--- src/hw/rtl/deadband_change_coalescer_assert.svh ---
// ------------------------------------------------------------------------
// Assertion macros for the deadband change coalescer
// Clocked implication checks, each with a reset guard.
// ------------------------------------------------------------------------
`ifndef DEADBAND_CHANGE_COALESCER_ASSERT_SVH
`define DEADBAND_CHANGE_COALESCER_ASSERT_SVH

`ifndef ASSERT_OFF
// Same-cycle implication.
`define DCC_ASSERT_IMPLIES(label, clk, rst_n, ante, cons) \
    label: assert property (@(posedge clk) disable iff (!rst_n) (ante) |-> (cons)) \
        else $error("coalescer check failed");
// Next-cycle implication.
`define DCC_ASSERT_NEXT(label, clk, rst_n, ante, cons) \
    label: assert property (@(posedge clk) disable iff (!rst_n) (ante) |=> (cons)) \
        else $error("coalescer check failed");
`else
`define DCC_ASSERT_IMPLIES(label, clk, rst_n, ante, cons)
`define DCC_ASSERT_NEXT(label, clk, rst_n, ante, cons)
`endif

`endif

--- src/hw/rtl/dcc_pkg.sv ---
// ------------------------------------------------------------------------
// dcc_pkg
// Types and constants shared by the deadband change coalescer.
// ------------------------------------------------------------------------
package dcc_pkg;

    localparam int DEF_PATH_SLOTS = 8;
    localparam int DEF_CHANNELS   = 8;
    localparam int DEF_VALUE_BITS = 32;

    localparam int IN_VALUE_W = 32;
    localparam int EPS_W      = 31;
    localparam int FIELD_W    = 3;

    typedef enum logic {
        CMD_POST = 1'b0,
        CMD_TICK = 1'b1
    } cmd_t;

    typedef struct packed {
        cmd_t                         command;
        logic [FIELD_W-1:0]           path_slot;
        logic [FIELD_W-1:0]           channel;
        logic signed [IN_VALUE_W-1:0] value;
        logic [EPS_W-1:0]             epsilon;
    } item_t;

    typedef struct packed {
        logic [FIELD_W-1:0]           out_path_slot;
        logic [FIELD_W-1:0]           out_channel;
        logic signed [IN_VALUE_W-1:0] sent_value;
        logic                         last_of_run;
    } result_t;

    // Write controls for the slot table.
    typedef struct packed {
        logic post;    // store pending value and epsilon, raise pending flag
        logic retire;  // drop pending flag after the scan has judged the slot
        logic emit;    // with retire: record value as sent, raise sent-once flag
        logic wipe;    // clear both flags (reset pass)
    } table_wr_t;

endpackage

--- src/hw/rtl/dcc_deadband_cmp.sv ---
// ------------------------------------------------------------------------
// dcc_deadband_cmp
// Shared two-stage unit: difference, then compare against +/- epsilon.
// ------------------------------------------------------------------------
module dcc_deadband_cmp #(
    parameter int VALUE_BITS = dcc_pkg::DEF_VALUE_BITS
) (
    input  logic                          clk,
    input  logic                          load,
    input  logic signed [VALUE_BITS-1:0]  pending,
    input  logic signed [VALUE_BITS-1:0]  last_sent,
    input  logic [dcc_pkg::EPS_W-1:0]     eps,
    output logic                          exceed
);

    localparam int DW = VALUE_BITS + 1;
    localparam int CW = (DW + 1 > dcc_pkg::EPS_W + 2) ? DW + 1 : dcc_pkg::EPS_W + 2;

    logic signed [DW-1:0] diff;
    logic signed [CW-1:0] eps_ext;
    logic signed [CW-1:0] diff_reg;
    logic signed [CW-1:0] pos_reg;
    logic signed [CW-1:0] neg_reg;

    // One extra bit keeps the difference exact.
    assign diff    = DW'(pending) - DW'(last_sent);
    assign eps_ext = CW'($signed({1'b0, eps}));

    always_ff @(posedge clk)
    begin
        if (load)
        begin
            diff_reg <= CW'(diff);
            pos_reg  <= eps_ext;
            neg_reg  <= -eps_ext;
        end
    end

    assign exceed = (diff_reg > pos_reg) || (diff_reg < neg_reg);

endmodule

--- config.mk ---
export PLATFORM = sky130hd
export DESIGN_NAME = dcc_deadband_cmp
export DESIGN_NICKNAME = d
export VERILOG_FILES = /design/src/hw/rtl/deadband_change_coalescer_assert.svh /design/src/hw/rtl/dcc_pkg.sv /design/src/hw/rtl/dcc_deadband_cmp.sv
export SDC_FILE = /design/constraint.sdc
export NUM_CORES = 1
export LEC_CHECK = 0
export ABC_AREA = 1
export BUFFER_PORTS_ARGS = -buffer_cell sky130_fd_sc_hd__buf_4
export CORE_MARGIN = 5
export CORE_UTILIZATION = 50
export CTS_BUF_LIST = sky130_fd_sc_hd__clkbuf_4 sky130_fd_sc_hd__clkbuf_8
export CTS_CLUSTER_SIZE = 14
export DETAILED_ROUTE_END_ITERATION = 10
export GPL_ROUTABILITY_DRIVEN = 0
export PLACE_DENSITY = 0.76
export SETUP_SLACK_MARGIN = 0.1
export SYNTH_ARGS = -nofsm -noshare
export SYNTH_HDL_FRONTEND = slang
export SYNTH_SLANG_ARGS = --single-unit
export TNS_END_PERCENT = 10
--- constraint.sdc ---
create_clock -name clk -period 3.4 [get_ports clk]
set_input_delay 0.34 -clock clk [delete_from_list [all_inputs] [get_ports clk]]
set_output_delay 0.34 -clock clk [all_outputs]
set_load 0.005 [all_outputs]
==> metrics.md <==
| Metric | Value |
|---|---|
| Switching power | 1.08 mW |
| Residual DRC | 0 |
| Number of flops mapped to enable cells by yosys | 97 |
| Worst-Margin Slew | 0.622 ns |
| Synth Warn # | 0 |
| HPWL after DPL | 15.0 mm |
| TritonCTS clock tree | done |
| Static Leak | 4.45 nW |
| Max frequency | 394 MHz |
| Fin util | 58.2% |
| Pre-CTS setup slack | 1.10 ns |
| Fin. Hold Viols | 0 |
| CP delay by family, top | simple AND/OR/NAND/NOR gates |
| VDD IR max | 0.149 mV |
| CP bufs+invs | 3 |
| Starting DRT DRC Count | 469 |
| Power Dens Cells | 368 nW/um^2 |
| Synthesized area per cell | 7.99 um^2 |
| Arr. time, crit path | 2.20 ns |
| Largest net degree at the start of global routing | 53 |
| Tmin final | 2.54 ns |
| Core Area | 15000 um^2 |
| Clk slew on worst S/H paths | 0.10 ns |
| Outcome | complete, no violations |
| Switching Fraction | 33.5% |
| Die footprint | 17700 um^2 |
| Filler Cell Count | 1355 |
| Comb power frac | 29.9% |
| Slew Viols, Final | 0 |
| Post-route setup slack | 0.862 ns |
| Vias/cell | 5.11 |
| Met2 Routed Length | 8.63 mm |
| I/O Pins | 98 |
| Die width | 133 um |
| Total gr overflow | 0 |
| Most common cell on crit path | nand2_1 |
| H-tree Lvls | 3 |
| CP Max Fanout | 2 |
| Crit. End Element | output port |
| Via count | 6389 |
| Ys async rst share | 0% |
| Seq/Total Area, Yosys | 38.4% |
| WL/cell | 14.1 um |
| Total track usage | 20.1% |
| Clock Sinks | 97 |
| Worst path cell trace | ha_1 > nand2_1 > inv_1 > nand4_1 > nor2_1 > nand2_1 > o21ai_0 > inv_1 > nand2_1 > nand3_1 > buf_4 |
| Slowest-stage cell, CP | edfxtp_1 |
| TNS Setup | 0 ns |
| Maximum buffer depth of the clock tree | 2 |
| Finish-stage setup viols | 0 |
| Most common cell after layout, fill and taps aside | nand2_1 |
| CP Data Required Time | 3.06 ns |
| #FFs+latches synth | 97 |
| Layout cell share with drive strength beyond 1 | 12.0% |
| Clock power frac | 21.6% |
| Worst slew margin | 58.5% |
| Initial antenna violation count | 0 |
| Cell-internal power | 2.14 mW |
| Max-cap violations | 0 |
| # rows | 45 |
| Hold endpoint | pos_reg[1] |
| Min-delay worst type | in2reg |
| Post-route ant nets | 0 |
| Area Growth Syn to Fin | 15.3% |
| Global-route wire length before repair | 28.5 mm |
| Crit Path Category | reg2out |
| Worst setup SP type | flip-flop |
| RSZ-0062 raised after global routing | false |
| Clk root buf | clkbuf_8 |
| Die Ht | 133 um |
| Flop pwr share | 48.5% |
| Met3 WL post-DR | 1.13 mm |
| HP Start | eps[1] |
| Drt total wl | 17.6 mm |
| Final period utilization | 74.6% |
| WHS Path Cells | 1 |
| Commonest cells after routing, fill and taps aside | nand2_1 (222), inv_1 (184), nor2_1 (104) |
| Nets@finish | 1253 |
| N_diodes | 0 |
| M1 wire length | 7.50 mm |
| Max FFs per register | 34 |
| Critical Path Max Stage Delay | 0.48 ns |
| CTS buffer count | 9 |
| Top sig layer | met4 |
| Top FF cell, synth | edfxtp_1 |
| Hold buffers post-CTS | 0 |
| Setup Fix Bufs, Post-CTS | 0 |
| Synth cell types | 30 |
| Syn nets | 1144 |
| Syn Std Cell Area | 7580 um^2 |
| Post-Synthesis Cells | 949 |
| Initial Utilization | 50.4% |
| IO Port Bufs | 97 |
| Post_cts resized | 0 |
| Vias in the first global route | 6164 |
| DR pass1 iterations | 7 |
-- cells by family (layout without fill, tap and decap cells) --
| kind of cell | count (synthesis) | after routing | share of synthesized area (%) |
|---|---|---|---|
| xor gates and xnor gates | 46 | 46 | 5.31 |
| DFF | 97 | 97 | 38.4 |
| buffers and inverters | 187 | 301 | 9.26 |
| AOI/OAI and AO/OA | 106 | 106 | 7.52 |
| and+or+nand+nor | 415 | 415 | 23.2 |
| adders and majority gates | 98 | 98 | 16.3 |
-- Yosys cell counts (4+ instances only) --
master	n	area, um^2
a21o_1	7	52.6
a21oi_1	64	320
edfxtp_1	97	2910
ha_1	97	1210
inv_1	184	691
nand2_1	222	833
nand3_1	46	230
nand4_1	11	68.8
nor2_1	104	390
nor2_2	4	25.0
nor3_1	11	55.1
nor4_1	6	37.5
o211ai_1	4	30.0
o21ai_0	25	125
xnor2_1	5	43.8
xor2_1	41	359
-- worst max-delay path by stage --
stage	from	endpoint	depth (start not counted)
after floorplan	pending[0]	diff_reg[32]	13
after global placement	pending[0]	diff_reg[32]	14
after detailed placement	pending[0]	diff_reg[32]	14
after CTS	diff_reg[24]	exceed	11
after global routing	diff_reg[24]	exceed	11
final	diff_reg[22]	exceed	11
-- final cells by class --
cell class / count / area, um^2 / area share (%)
Inverter: 187 / 702 / 8.03
Timing Repair Buffer: 98 / 748 / 8.56
Clock inverter: 7 / 53.8 / 0.615
Clock buffer: 9 / 124 / 1.42
Sequential cell: 97 / 2910 / 33.3
Multi-Input combinational cell: 665 / 3970 / 45.4
Tap cell: 188 / 235 / 2.69
-- power groups by stage --
stage,logic (mW),clock network [mW],registers (mW)
after floorplan,0.638,0,1.54
after global placement,0.926,0,1.58
after detailed placement,0.958,0,1.59
after CTS,0.963,0.708,1.56
after global routing,1.11,0.756,1.57
final,0.961,0.696,1.56
-- layer usage --
layer  vias to the layer above  track usage, %
li1                       3303               -
met1                      2851            25.4
met2                       211            35.6
met3                        24            2.98
met4                         0            5.77
met5                         -               0
-- metrics by stage --
step	area [um^2]	total power [mW]	std cells	hold slack [ns]
after floorplan	7580	2.18	949	0.439
after global placement	8570	2.51	1235	0.531
after detailed placement	8570	2.54	1235	0.533
after CTS	8740	3.23	1251	0.136
after global routing	8740	3.44	1251	0.138
final	8740	3.22	1251	0.156
(Power assumes the default switching activity.)
